===== config.mk =====
export PLATFORM = sky130hd
export DESIGN_NAME = sorted_timeout_queue_top
export DESIGN_NICKNAME = d
export VERILOG_FILES = /design/src/rtl/core/stq_pkg.sv /design/src/rtl/core/stq_front.sv /design/src/rtl/core/stq_fifo.sv /design/src/rtl/core/stq_back.sv /design/src/rtl/core/sorted_timeout_queue_top.sv
export VERILOG_INCLUDE_DIRS = /design/src /design/src/rtl/core
export SDC_FILE = /design/constraint.sdc
export NUM_CORES = 2
export LEC_CHECK = 0
export ABC_AREA = 1
export BUFFER_PORTS_ARGS = -buffer_cell sky130_fd_sc_hd__buf_2
export CORE_MARGIN = 2
export CORE_UTILIZATION = 50
export DETAILED_ROUTE_END_ITERATION = 10
export PLACE_DENSITY = 0.65
export SYNTH_ARGS = -nofsm -noshare
export SYNTH_HDL_FRONTEND = slang
export SYNTH_SLANG_ARGS = --single-unit

===== constraint.sdc =====
create_clock -name clk_i -period 7.23 [get_ports clk_i]
set_input_delay 0.723 -clock clk_i [delete_from_list [all_inputs] [get_ports clk_i]]
set_output_delay 0.723 -clock clk_i [all_outputs]
set_load 0.02 [all_outputs]

===== src/rtl/core/assert_macros.svh =====
// assertion helpers, empty when synthesizing
`ifndef ASSERT_MACROS_SVH
`define ASSERT_MACROS_SVH
`ifndef SYNTHESIS
`define STQ_ASSERT(lbl, clk, rstn, prop, msg) \
  lbl: assert property (@(posedge clk) disable iff (!rstn) prop) else $error(msg);
`define STQ_NEVER(lbl, clk, rstn, cond, msg) \
  lbl: assert property (@(posedge clk) disable iff (!rstn) !(cond)) else $error(msg);
`else
`define STQ_ASSERT(lbl, clk, rstn, prop, msg)
`define STQ_NEVER(lbl, clk, rstn, cond, msg)
`endif
`endif


===== src/rtl/core/stq_pkg.sv =====
package stq_pkg;

  localparam int TIMERS     = 32;
  localparam int TASKS      = 8;
  localparam int IDX_W      = $clog2(TIMERS);
  localparam int CNT_W      = $clog2(TIMERS + 1);
  localparam int TASK_W     = (TASKS > 1) ? $clog2(TASKS) : 1;
  localparam int FIFO_DEPTH = 2;
  localparam int FPTR_W     = (FIFO_DEPTH > 1) ? $clog2(FIFO_DEPTH) : 1;
  localparam int FCNT_W     = $clog2(FIFO_DEPTH + 1);

  localparam logic [31:0] RECIP32 = 32'hCCCC_CCCD;
  localparam logic [15:0] RECIP16 = 16'hCCCD;

  localparam logic [1:0] REG_SWITCH_ENABLE = 2'd0;
  localparam logic [1:0] REG_SWITCH_PERIOD = 2'd1;
  localparam logic [1:0] REG_RUNNING_TASKS = 2'd2;

  localparam logic [1:0] KIND_SET_OK = 2'd0;
  localparam logic [1:0] KIND_FULL   = 2'd1;
  localparam logic [1:0] KIND_FIRED  = 2'd2;
  localparam logic [1:0] KIND_SWITCH = 2'd3;

  typedef enum logic [1:0] {
    OP_TICK,
    OP_SET,
    OP_CFG
  } op_e;

  typedef enum logic [1:0] {
    ORG_SET,
    ORG_CFG,
    ORG_SWITCH
  } org_e;

  typedef enum logic [3:0] {
    ST_IDLE,
    ST_WALK_RD,
    ST_WALK_CHK,
    ST_LINK,
    ST_LINK2,
    ST_FIN,
    ST_TICK_RD,
    ST_TICK_CHK,
    ST_TICK_SW,
    ST_UNL_RD,
    ST_UNL_CHK,
    ST_END
  } back_state_e;

  // value: set -> delay in ticks; cfg -> {period ticks, raw data}
  typedef struct packed {
    op_e         op;
    logic [1:0]  idx;
    logic [7:0]  channel;
    logic [7:0]  payload;
    logic [31:0] value;
  } cmd_t;

  typedef struct packed {
    logic [1:0] kind;
    logic [7:0] channel;
    logic [7:0] payload;
    logic [2:0] next_task;
  } res_t;

endpackage


===== src/rtl/core/stq_front.sv =====
module stq_front (
  input  logic         clk_i,
  input  logic         rst_ni,
  input  logic         s_axis_tvalid,
  output logic         s_axis_tready,
  input  logic [47:0]  s_axis_tdata,
  input  logic         s_axis_tuser,
  input  logic         cfg_valid_i,
  output logic         cfg_ready_o,
  input  logic [1:0]   cfg_index_i,
  input  logic [15:0]  cfg_data_i,
  output stq_pkg::cmd_t cmd_o,
  output logic         cmd_valid_o,
  input  logic         fifo_full_i
);
  import stq_pkg::*;

  logic        st_v_q, st_v_d;
  cmd_t        st_q, st_d;
  logic        push, free;
  logic [63:0] prod32;
  logic [31:0] prod16;

  assign push          = st_v_q && !fifo_full_i;
  assign free          = !st_v_q || push;
  assign cfg_ready_o   = free;
  assign s_axis_tready = free && !cfg_valid_i;
  assign cmd_valid_o   = st_v_q;
  assign cmd_o         = st_q;

  // divide by ten through reciprocal multiplication
  assign prod32 = 64'(s_axis_tdata[47:16]) * 64'(RECIP32);
  assign prod16 = 32'(cfg_data_i) * 32'(RECIP16);

  always_comb begin
    st_d   = st_q;
    st_v_d = st_v_q;
    if (push) st_v_d = 1'b0;
    if (cfg_valid_i && free) begin
      st_v_d     = 1'b1;
      st_d.op    = OP_CFG;
      st_d.idx   = cfg_index_i;
      st_d.channel = 8'd0;
      st_d.payload = 8'd0;
      st_d.value = {16'(prod16 >> 19), cfg_data_i};
    end else if (s_axis_tvalid && s_axis_tready) begin
      st_v_d       = 1'b1;
      st_d.op      = s_axis_tuser ? OP_SET : OP_TICK;
      st_d.idx     = 2'd0;
      st_d.channel = s_axis_tdata[7:0];
      st_d.payload = s_axis_tdata[15:8];
      st_d.value   = 32'(prod32 >> 35);
    end
  end

  always_ff @(posedge clk_i or negedge rst_ni) begin
    if (!rst_ni) begin
      st_v_q <= 1'b0;
    end else begin
      st_v_q <= st_v_d;
    end
  end

  always_ff @(posedge clk_i) begin
    st_q <= st_d;
  end

endmodule


===== src/rtl/core/stq_fifo.sv =====
module stq_fifo (
  input  logic          clk_i,
  input  logic          rst_ni,
  input  logic          push_i,
  input  stq_pkg::cmd_t cmd_i,
  output logic          full_o,
  input  logic          pop_i,
  output stq_pkg::cmd_t cmd_o,
  output logic          valid_o
);
  import stq_pkg::*;

  cmd_t              mem_q [FIFO_DEPTH];
  logic [FPTR_W-1:0] wr_q, wr_d, rd_q, rd_d;
  logic [FCNT_W-1:0] cnt_q, cnt_d;
  logic              do_push, do_pop;

  assign full_o  = (cnt_q == FCNT_W'(FIFO_DEPTH));
  assign valid_o = (cnt_q != '0);
  assign cmd_o   = mem_q[rd_q];
  assign do_push = push_i && !full_o;
  assign do_pop  = pop_i && valid_o;

  always_comb begin
    wr_d  = wr_q;
    rd_d  = rd_q;
    cnt_d = cnt_q;
    if (do_push) wr_d = (wr_q == FPTR_W'(FIFO_DEPTH - 1)) ? '0 : wr_q + 1'b1;
    if (do_pop)  rd_d = (rd_q == FPTR_W'(FIFO_DEPTH - 1)) ? '0 : rd_q + 1'b1;
    if (do_push && !do_pop) cnt_d = cnt_q + 1'b1;
    else if (do_pop && !do_push) cnt_d = cnt_q - 1'b1;
  end

  always_ff @(posedge clk_i or negedge rst_ni) begin
    if (!rst_ni) begin
      wr_q  <= '0;
      rd_q  <= '0;
      cnt_q <= '0;
    end else begin
      wr_q  <= wr_d;
      rd_q  <= rd_d;
      cnt_q <= cnt_d;
    end
  end

  always_ff @(posedge clk_i) begin
    if (do_push) mem_q[wr_q] <= cmd_i;
  end

endmodule


===== src/rtl/core/stq_back.sv =====
`include "assert_macros.svh"

module stq_back (
  input  logic          clk_i,
  input  logic          rst_ni,
  input  stq_pkg::cmd_t cmd_i,
  input  logic          cmd_valid_i,
  output logic          cmd_pop_o,
  output stq_pkg::res_t res_o,
  output logic          res_last_o,
  output logic          res_valid_o,
  input  logic          res_ready_i
);
  import stq_pkg::*;

  logic [31:0]      dl_mem   [TIMERS];
  logic [IDX_W-1:0] link_mem [TIMERS];
  logic [7:0]       ch_mem   [TIMERS];
  logic [7:0]       pl_mem   [TIMERS];

  back_state_e      state_q, state_d;
  logic [31:0]      count_q, count_d;
  logic [TIMERS-1:0] used_q, used_d;
  logic [IDX_W-1:0] head_q, head_d;
  logic [CNT_W-1:0] len_q, len_d;
  logic [IDX_W-1:0] sw_slot_q, sw_slot_d;
  logic             en_q, en_d;
  logic [15:0]      pt_q, pt_d;
  logic [3:0]       rt_q, rt_d;
  logic [TASK_W-1:0] task_q, task_d;
  logic [IDX_W-1:0] cur_q, cur_d, prev_q, prev_d;
  logic             hasprev_q, hasprev_d;
  logic [CNT_W-1:0] i_q, i_d;
  logic [IDX_W-1:0] ins_slot_q, ins_slot_d;
  logic [31:0]      ins_dl_q, ins_dl_d;
  org_e             org_q, org_d;
  logic             do_sw_q, do_sw_d;
  logic             pend_v_q, pend_v_d;
  res_t             pend_q, pend_d;
  logic             out_v_q, out_v_d;
  res_t             out_q, out_d;
  logic             out_last_q, out_last_d;

  logic [IDX_W-1:0] rd_addr;
  logic [31:0]      rd_dl_q;
  logic [IDX_W-1:0] rd_link_q;
  logic [7:0]       rd_ch_q, rd_pl_q;

  logic             dl_we, link_we, chpl_we;
  logic [IDX_W-1:0] dl_wa, link_wa, chpl_wa, link_wd;
  logic [31:0]      dl_wd;
  logic [7:0]       ch_wd, pl_wd;

  logic             ff_found;
  logic [IDX_W-1:0] ff_idx;
  logic             out_free, can_add, push;
  res_t             push_res, add_res;
  logic             push_last, add_en;
  logic [7:0]       n_tasks, task_ext;
  logic             rot_reduce;
  logic [TASK_W-1:0] task_rot;

  // lowest free slot
  always_comb begin
    ff_found = 1'b0;
    ff_idx   = '0;
    for (int k = TIMERS - 1; k >= 0; k--) begin
      if (!used_q[k]) begin
        ff_found = 1'b1;
        ff_idx   = IDX_W'(k);
      end
    end
  end

  assign out_free = !out_v_q || res_ready_i;
  assign can_add  = !pend_v_q || out_free;
  assign n_tasks  = (8'(rt_q) > 8'(TASKS)) ? 8'(TASKS) : 8'(rt_q);
  assign task_ext = 8'(task_q);
  assign rot_reduce = (n_tasks > 8'd1) && (task_ext >= n_tasks);
  assign task_rot = (n_tasks > 8'd1) ?
                    ((task_ext + 8'd1 == n_tasks) ? '0 : task_q + 1'b1) : task_q;

  always_comb begin
    unique case (state_q)
      ST_TICK_RD, ST_TICK_CHK: rd_addr = head_q;
      default:                 rd_addr = cur_q;
    endcase
  end

  // next state
  always_comb begin
    state_d = state_q;
    unique case (state_q)
      ST_IDLE: begin
        if (cmd_valid_i) begin
          unique case (cmd_i.op)
            OP_SET:  state_d = ff_found ? ST_WALK_RD : ST_END;
            OP_TICK: state_d = ST_TICK_RD;
            OP_CFG: begin
              if (cmd_i.idx == REG_SWITCH_ENABLE) begin
                if (cmd_i.value[0] && !en_q && ff_found) state_d = ST_WALK_RD;
                else if (!cmd_i.value[0] && en_q)        state_d = ST_UNL_RD;
              end
            end
            default: state_d = ST_IDLE;
          endcase
        end
      end
      ST_WALK_RD:  state_d = (i_q == len_q) ? ST_LINK : ST_WALK_CHK;
      ST_WALK_CHK: state_d = (ins_dl_q < rd_dl_q) ? ST_LINK : ST_WALK_RD;
      ST_LINK:     state_d = hasprev_q ? ST_LINK2 : ST_FIN;
      ST_LINK2:    state_d = ST_FIN;
      ST_FIN: begin
        if (org_q == ORG_CFG) state_d = ST_IDLE;
        else if (org_q == ORG_SWITCH && rot_reduce) state_d = ST_FIN;
        else if (can_add) state_d = ST_END;
      end
      ST_TICK_RD:  state_d = (len_q == '0) ? ST_TICK_SW : ST_TICK_CHK;
      ST_TICK_CHK: begin
        if (rd_dl_q > count_q) state_d = ST_TICK_SW;
        else if ((en_q && head_q == sw_slot_q) || can_add) state_d = ST_TICK_RD;
      end
      ST_TICK_SW:  state_d = do_sw_q ? ST_WALK_RD : ST_END;
      ST_UNL_RD:   state_d = (i_q == len_q) ? ST_IDLE : ST_UNL_CHK;
      ST_UNL_CHK:  state_d = (cur_q == sw_slot_q) ? ST_IDLE : ST_UNL_RD;
      ST_END:      if (!pend_v_q || out_free) state_d = ST_IDLE;
      default:     state_d = ST_IDLE;
    endcase
  end

  // datapath and outputs
  always_comb begin
    count_d = count_q;  used_d = used_q;   head_d = head_q;   len_d = len_q;
    sw_slot_d = sw_slot_q; en_d = en_q;    pt_d = pt_q;       rt_d = rt_q;
    task_d = task_q;    cur_d = cur_q;     prev_d = prev_q;   hasprev_d = hasprev_q;
    i_d = i_q;          ins_slot_d = ins_slot_q; ins_dl_d = ins_dl_q;
    org_d = org_q;      do_sw_d = do_sw_q; pend_v_d = pend_v_q; pend_d = pend_q;
    cmd_pop_o = 1'b0;
    dl_we = 1'b0;   dl_wa = ff_idx;   dl_wd = count_q + cmd_i.value;
    link_we = 1'b0; link_wa = ins_slot_q; link_wd = cur_q;
    chpl_we = 1'b0; chpl_wa = ff_idx; ch_wd = cmd_i.channel; pl_wd = cmd_i.payload;
    push = 1'b0;    push_res = pend_q; push_last = 1'b0;
    add_en = 1'b0;  add_res = '0;

    unique case (state_q)
      ST_IDLE: begin
        cmd_pop_o = cmd_valid_i;
        if (cmd_valid_i) begin
          unique case (cmd_i.op)
            OP_SET: begin
              if (ff_found) begin
                used_d[ff_idx] = 1'b1;
                chpl_we   = 1'b1;
                dl_we     = 1'b1;
                ins_slot_d = ff_idx;
                ins_dl_d  = count_q + cmd_i.value;
                cur_d = head_q; i_d = '0; hasprev_d = 1'b0;
                org_d = ORG_SET;
              end else begin
                pend_d      = '0;
                pend_d.kind = KIND_FULL;
                pend_v_d    = 1'b1;
              end
            end
            OP_TICK: begin
              count_d = count_q + 32'd1;
              do_sw_d = 1'b0;
            end
            OP_CFG: begin
              unique case (cmd_i.idx)
                REG_SWITCH_ENABLE: begin
                  if (cmd_i.value[0] && !en_q) begin
                    if (ff_found) begin
                      sw_slot_d = ff_idx;
                      used_d[ff_idx] = 1'b1;
                      en_d  = 1'b1;
                      dl_we = 1'b1;
                      dl_wd = count_q + 32'(pt_q);
                      ins_slot_d = ff_idx;
                      ins_dl_d   = count_q + 32'(pt_q);
                      cur_d = head_q; i_d = '0; hasprev_d = 1'b0;
                      org_d = ORG_CFG;
                    end
                  end else if (!cmd_i.value[0] && en_q) begin
                    cur_d = head_q; i_d = '0;
                  end
                end
                REG_SWITCH_PERIOD: pt_d = cmd_i.value[31:16];
                REG_RUNNING_TASKS: rt_d = cmd_i.value[3:0];
                default: ;
              endcase
            end
            default: ;
          endcase
        end
      end
      ST_WALK_CHK: begin
        if (!(ins_dl_q < rd_dl_q)) begin
          prev_d = cur_q; hasprev_d = 1'b1; cur_d = rd_link_q; i_d = i_q + 1'b1;
        end
      end
      ST_LINK: begin
        link_we = 1'b1;
        if (!hasprev_q) begin
          head_d = ins_slot_q;
          len_d  = len_q + 1'b1;
        end
      end
      ST_LINK2: begin
        link_we = 1'b1;
        link_wa = prev_q;
        link_wd = ins_slot_q;
        len_d   = len_q + 1'b1;
      end
      ST_FIN: begin
        if (org_q == ORG_SWITCH && rot_reduce) begin
          task_d = task_q - TASK_W'(n_tasks);
        end else if (org_q == ORG_SET && can_add) begin
          add_en = 1'b1;
          add_res.kind = KIND_SET_OK;
        end else if (org_q == ORG_SWITCH && can_add) begin
          task_d = task_rot;
          add_en = 1'b1;
          add_res.kind = KIND_SWITCH;
          add_res.next_task = 3'(task_rot);
        end
      end
      ST_TICK_CHK: begin
        if (!(rd_dl_q > count_q)) begin
          if (en_q && head_q == sw_slot_q) begin
            head_d = rd_link_q; len_d = len_q - 1'b1; do_sw_d = 1'b1;
          end else if (can_add) begin
            head_d = rd_link_q; len_d = len_q - 1'b1;
            used_d[head_q] = 1'b0;
            add_en = 1'b1;
            add_res.kind    = KIND_FIRED;
            add_res.channel = rd_ch_q;
            add_res.payload = rd_pl_q;
          end
        end
      end
      ST_TICK_SW: begin
        if (do_sw_q) begin
          ins_slot_d = sw_slot_q;
          ins_dl_d   = count_q + 32'(pt_q);
          dl_we = 1'b1; dl_wa = sw_slot_q; dl_wd = count_q + 32'(pt_q);
          cur_d = head_q; i_d = '0; hasprev_d = 1'b0;
          org_d = ORG_SWITCH;
        end
      end
      ST_UNL_RD: begin
        if (i_q == len_q) begin
          used_d[sw_slot_q] = 1'b0; en_d = 1'b0;
        end
      end
      ST_UNL_CHK: begin
        if (cur_q == sw_slot_q) begin
          if (i_q == '0) head_d = rd_link_q;
          else begin
            link_we = 1'b1; link_wa = prev_q; link_wd = rd_link_q;
          end
          len_d = len_q - 1'b1;
          used_d[sw_slot_q] = 1'b0; en_d = 1'b0;
        end else begin
          prev_d = cur_q; cur_d = rd_link_q; i_d = i_q + 1'b1;
        end
      end
      ST_END: begin
        if (pend_v_q && out_free) begin
          push = 1'b1; push_last = 1'b1; pend_v_d = 1'b0;
        end
      end
      default: ;
    endcase

    if (add_en) begin
      if (pend_v_q) push = 1'b1;
      pend_d   = add_res;
      pend_v_d = 1'b1;
    end
  end

  always_comb begin
    out_d      = out_q;
    out_last_d = out_last_q;
    out_v_d    = out_v_q && !res_ready_i;
    if (push) begin
      out_v_d    = 1'b1;
      out_d      = push_res;
      out_last_d = push_last;
    end
  end

  assign res_o       = out_q;
  assign res_last_o  = out_last_q;
  assign res_valid_o = out_v_q;

  always_ff @(posedge clk_i or negedge rst_ni) begin
    if (!rst_ni) begin
      state_q   <= ST_IDLE;
      count_q   <= '0;
      used_q    <= '0;
      head_q    <= '0;
      len_q     <= '0;
      sw_slot_q <= '0;
      en_q      <= 1'b0;
      pt_q      <= 16'd2;
      rt_q      <= 4'd1;
      task_q    <= '0;
      pend_v_q  <= 1'b0;
      out_v_q   <= 1'b0;
      do_sw_q   <= 1'b0;
      org_q     <= ORG_SET;
    end else begin
      state_q   <= state_d;
      count_q   <= count_d;
      used_q    <= used_d;
      head_q    <= head_d;
      len_q     <= len_d;
      sw_slot_q <= sw_slot_d;
      en_q      <= en_d;
      pt_q      <= pt_d;
      rt_q      <= rt_d;
      task_q    <= task_d;
      pend_v_q  <= pend_v_d;
      out_v_q   <= out_v_d;
      do_sw_q   <= do_sw_d;
      org_q     <= org_d;
    end
  end

  always_ff @(posedge clk_i) begin
    cur_q      <= cur_d;
    prev_q     <= prev_d;
    hasprev_q  <= hasprev_d;
    i_q        <= i_d;
    ins_slot_q <= ins_slot_d;
    ins_dl_q   <= ins_dl_d;
    pend_q     <= pend_d;
    out_q      <= out_d;
    out_last_q <= out_last_d;
  end

  // entry memories
  always_ff @(posedge clk_i) begin
    if (dl_we)   dl_mem[dl_wa]     <= dl_wd;
    if (link_we) link_mem[link_wa] <= link_wd;
    if (chpl_we) begin
      ch_mem[chpl_wa] <= ch_wd;
      pl_mem[chpl_wa] <= pl_wd;
    end
    rd_dl_q   <= dl_mem[rd_addr];
    rd_link_q <= link_mem[rd_addr];
    rd_ch_q   <= ch_mem[rd_addr];
    rd_pl_q   <= pl_mem[rd_addr];
  end

  `STQ_ASSERT(a_len_bound, clk_i, rst_ni, len_q <= CNT_W'(TIMERS), "list longer than pool")
  `STQ_ASSERT(a_idle_clean, clk_i, rst_ni, (state_q == ST_IDLE) |-> !pend_v_q, "result held at idle")
  `STQ_ASSERT(a_sw_slot_used, clk_i, rst_ni, en_q |-> used_q[sw_slot_q], "switch slot not used")
  `STQ_ASSERT(a_used_len, clk_i, rst_ni, (state_q == ST_IDLE) |-> ($countones(used_q) == int'(len_q)), "used count differs from list length")

endmodule


===== src/rtl/core/sorted_timeout_queue_top.sv =====
// channel   dir  handshake                       payload
// s_axis    in   s_axis_tvalid_i/s_axis_tready_o  tdata: channel, payload, delay_ms; tuser: mode
// cfg       in   cfg_valid_i/cfg_ready_o          cfg_index_i, cfg_data_i
// m_axis    out  m_axis_tvalid_o/m_axis_tready_i  tdata: channel, payload, next_task; tuser: kind
//
// one command at a time in the back end; the linked-list walk sets the rate
// set: a walk over the list entries passed, then the link and finish steps; tick: entries fired from the head,
// plus a re-arm walk when the switch timer fires
// front end takes the next word while the back end works, through a 2-deep queue
// no clearing pass after reset; output stalls hold the back end, and once the queue fills, the front end too
module sorted_timeout_queue_top (
  input  logic        clk_i,
  input  logic        rst_ni,
  input  logic        s_axis_tvalid_i,
  output logic        s_axis_tready_o,
  input  logic [47:0] s_axis_tdata_i,  // channel[7:0], payload[15:8], delay_ms[47:16]
  input  logic        s_axis_tuser_i,  // mode
  input  logic        cfg_valid_i,
  output logic        cfg_ready_o,
  input  logic [1:0]  cfg_index_i,
  input  logic [15:0] cfg_data_i,
  output logic        m_axis_tvalid_o,
  input  logic        m_axis_tready_i,
  output logic [23:0] m_axis_tdata_o,  // fired_channel[7:0], fired_payload[15:8], next_task[18:16]
  output logic [1:0]  m_axis_tuser_o,  // kind
  output logic        m_axis_tlast_o
);
  import stq_pkg::*;

  cmd_t front_cmd, fifo_cmd;
  logic front_v, fifo_full, fifo_v, pop;
  res_t res;

  stq_front u_front (
    .clk_i, .rst_ni,
    .s_axis_tvalid (s_axis_tvalid_i),
    .s_axis_tready (s_axis_tready_o),
    .s_axis_tdata  (s_axis_tdata_i),
    .s_axis_tuser  (s_axis_tuser_i),
    .cfg_valid_i, .cfg_ready_o, .cfg_index_i, .cfg_data_i,
    .cmd_o       (front_cmd),
    .cmd_valid_o (front_v),
    .fifo_full_i (fifo_full)
  );

  stq_fifo u_fifo (
    .clk_i, .rst_ni,
    .push_i  (front_v),
    .cmd_i   (front_cmd),
    .full_o  (fifo_full),
    .pop_i   (pop),
    .cmd_o   (fifo_cmd),
    .valid_o (fifo_v)
  );

  stq_back u_back (
    .clk_i, .rst_ni,
    .cmd_i       (fifo_cmd),
    .cmd_valid_i (fifo_v),
    .cmd_pop_o   (pop),
    .res_o       (res),
    .res_last_o  (m_axis_tlast_o),
    .res_valid_o (m_axis_tvalid_o),
    .res_ready_i (m_axis_tready_i)
  );

  assign m_axis_tdata_o = {5'd0, res.next_task, res.payload, res.channel};
  assign m_axis_tuser_o = res.kind;

endmodule

==> run summary <==
In the post-synthesis netlist, the biggest area contributors are edfxtp_1 53%, fa_1 9.2%, ha_1 6.7%. The unique cell type count in the Yosys netlist is 77. The cell count after synthesis is 9,329.

The global placement routability congestion is 0.9548. The number of setup buffers added after CTS is 0. The growth of design area from synthesis to finish came out at 12.74%. Setup violations remaining at the end of the flow were counted as 0.

STA classifies the critical path endpoint as a register. The TritonCTS sink count came out at 2,108. The number of global-route vias before repair was 75,250.

Once detailed placement completed, the half-perimeter wirelength came to 222.5 mm. The max-cap violation count came out at 0. The post-detailed-route DRC marker count came out at 0. The worst setup skew after layout is 0.06246 ns. Entering global routing, the biggest net connects 194 pins. The critical path is of the in -> reg type.

The final layout contains 10,860 nets. The number of buffers added by the clock tree synthesis step came out at 208. Yosys mapped a number of flops with a built-in enable equal to 1,922. The quantity of I/O buffers inserted on ports is 96.

The run finished with clean final reports. For this configuration, the core starts out at a cell density of 50.33%. From left edge to right edge, the die measures 471.6 um. The wire length per cell came out at 25.74 um. The core area came out at 217,200 um2. The later-pin clock latency in the skew report is 0.89 ns. For this run, asynchronously set or reset flops after synthesis account for 5.455%. The overall via count from detail_route came out at 75,740. The cell with the biggest individual delay on the critical path is fa_1. The total routed wirelength is 328.0 mm.

The tightest hold path in the finished design has a slack of 0.1414 ns. TritonCTS built the clock tree. The first-pass iteration count of the detailed router came out at 6. The number of placement rows is 171.

The number of hold violations in the final report is 0. Subtracting the final worst setup slack from the clock period gives 7.020 ns. The total of warnings raised by yosys came out at 0. 102 I/O pins were placed.

The total buffers and inverters traversed by the critical path is 14. The largest total area in the synthesized netlist belongs to edfxtp_1. The kind of cell adding the most delay to the critical path is adder cells. The number of antenna violations at the first check in global routing came out at 8.

The top-area cell type share of the netlist area is 52.80%. The type of the worst min-delay path is in -> reg. In this run the vertical extent of the chip is 471.6 um. The slew at the pin with the worst max-slew slack came out at 1.286 ns. The synthesized area per cell is 11.72 um2.

The worst endpoint required time came out at 7.78 ns. For this run, the leading register cell type out of synthesis is edfxtp_1. After synthesis the cells add up to 109,300 um2.

The deepest level of the CTS H-tree is 4. The share of layout cells above drive strength 1 came out at 11.60%. The post-synthesis sequential element count is 2,108. After synthesis, flip-flops and latches occupy 56.74% of the total area.

In the routed layout, each cell is associated on average with a via count of 5.944. STA classifies the critical path startpoint as an input pin. The die covers 222,400 um2. The number of max-slew violations in the final report came out at 0. The total congestion overflow is 0. The data arrival time of the worst path came out at 7.57 ns. In this run the clock root is driven by a clkbuf_16.

The maximum operating frequency is 0.1425 GHz. The part of the cycle the worst path needs came out at 97.09%. The tightest slew margin relative to the limit came out at 14.25%.

In this run the worst path has a maximum fanout of 4. Setup repair after global routing left no endpoint under its margin. For this run, the total global-route usage over all layers was measured as 29.23%. The placed standard-cell area came out at 116,300 um2. For this block, the initial DRC count from the detailed router was 8,282. Once detail routing completed, the nets flagged for antenna violations numbered 0. The stage delay of the slowest cell on the critical path is 0.55 ns. The deepest clock path buffer count came out at 3. The final standard cell area without fillers is 123,200 um2. Clock-pin slew was measured on the worst setup and hold paths at 0.06 ns. The first-pass GRT wire length came out at 485.2 mm.
==> cells in the final DEF (no fill, tap or decap), types with 39 or more instances in the layout <==
cell / count
edfxtp_1: 1922
buf_4: 473
clkbuf_16: 210
buf_2: 95
nor2_1: 1222
o221ai_1: 345
mux2_2: 59
nor3_1: 106
fa_1: 500
nand2_1: 559
dfxtp_1: 71
o21ai_0: 1045
xor2_1: 104
dfrtp_1: 112
a31oi_1: 123
ha_1: 589
nand4_1: 55
o211ai_1: 101
inv_1: 1152
clkinv_2: 49
clkbuf_1: 39
a21oi_1: 235
o22ai_1: 96
nand3_1: 150
==> Yosys cell counts, drive strengths merged, types with 13 or more instances <==
master	n
a21oi	242
a311oi	13
a31oi	123
buf	41
clkbuf	389
dfrtp	113
dfxtp	71
edfxtp	1922
fa	500
ha	589
inv	1162
mux2	59
nand2	571
nand3	155
nand4	55
nor2	1280
nor3	112
nor4	27
o211ai	102
o21a	17
o21ai	1104
o221ai	350
o22ai	97
xnor2	27
xor2	104
==> worst register-to-register path, stage by stage, from the launching register on <==
cell and delay [ns]:
dfrtp_2 0.84, buf_4 0.50, mux2_2 0.47, ha_1 0.31
a21oi_1 0.16, nor2_1 0.05, nor2_1 0.18, o21ai_1 0.16
a21oi_1 0.35, o21ai_1 0.16, a21boi_1 0.33, o21ai_1 0.17
a21boi_1 0.30, o21ai_2 0.12, a21oi_1 0.27, xor2_1 0.19
o21ai_4 0.88
==> metrics by stage <==
stage | utilization (%) | setup slack, ns | std cells | setup TNS [ns]
final | 56.75 | 0.2102 | 12740 | 0
after global routing | 56.74 | 0.004379 | 12740 | 0
after CTS | 56.73 | 0.2679 | 12740 | 0
after detailed placement | 53.54 | -0.6536 | 12340 | -11.06
after global placement | 53.54 | -0.6229 | 12340 | -9.969
after floorplan | - | 0.1730 | 9333 | 0
==> path summary, 6_finish.rpt <==
check                                    from               endpoint  slack (ns)  depth (start not counted)
max                        s_axis_tdata_i[28]       u_front.cmd_o[2]        0.21                         31
min                           s_axis_tvalid_i    u_front.cmd_valid_o        0.14                          3
max reg2reg                       u_fifo.rd_q  u_back.dl_mem[22][27]        1.33                         16
min reg2reg                 u_back.pend_q[13]       u_back.res_o[13]        0.42                          0
max in group asynchronous              rst_ni      u_back.used_q[20]        5.36                          3
min in group asynchronous              rst_ni     u_back.res_valid_o        0.43                          2
==> routing by layer <==
| layer | global-route usage, % | up-vias | part of all wire [%] |
|---|---|---|---|
| met4 | 11.79 | 4 | 4.3 |
| met2 | 47.64 | 3402 | 47 |
| li1 | - | 33790 | - |
| met5 | 0 | - | 0.0070 |
| met3 | 4.004 | 586 | 7.6 |
| met1 | 39.71 | 37960 | 41 |
==> cell families after synthesis <==
kind of cell / share of synthesized area [%]
AOI/OAI and AO/OA: 11.80
xor gates and xnor gates: 1.050
adders and majority gates: 15.90
buffers and inverters: 5.565
DFF: 56.74
muxes: 0.6170
other: 0.003431
and+or+nand+nor: 8.328
==> layout make-up <==
class | count | area, um2
Multi-Input combinational cell | 5626 | 41900
Inverter | 1169 | 4413
Clock buffer | 266 | 5635
Antenna cell | 5 | 12.51
Timing Repair Buffer | 588 | 4408
Fill cell | 17860 | 93930
Clock inverter | 126 | 1279
Sequential cell | 2108 | 62020
Tap cell | 2854 | 3571
==> what timing repair did <==
action | in CTS | in global routing
endpoints found under the hold margin | 57 | 0
endpoints found under the setup margin | 0 | 4
hold buffers | 1 | 0
resized for setup | 0 | 8
==> flip-flops by register name, indices dropped and copies added, names as in the netlist, 6 cells and up <==
name	flops
u_back.ch_mem	256
u_back.pend_q	21
u_back.i_q	6
u_front.cmd_o	49
u_back.ins_dl_q	32
u_back.count_q	32
u_back.link_mem	160
u_back.len_q	6
u_back.pt_q	13
u_back.res_o	21
u_back.rd_pl_q	8
u_back.rd_dl_q	32
u_back.dl_mem	1024
u_back.used_q	32
u_fifo.mem_q	98
u_back.rd_ch_q	8
u_back.pl_mem	256
Power is not shown: default switching activity piles up to over one toggle a cycle in this logic, so the estimate is an artifact.
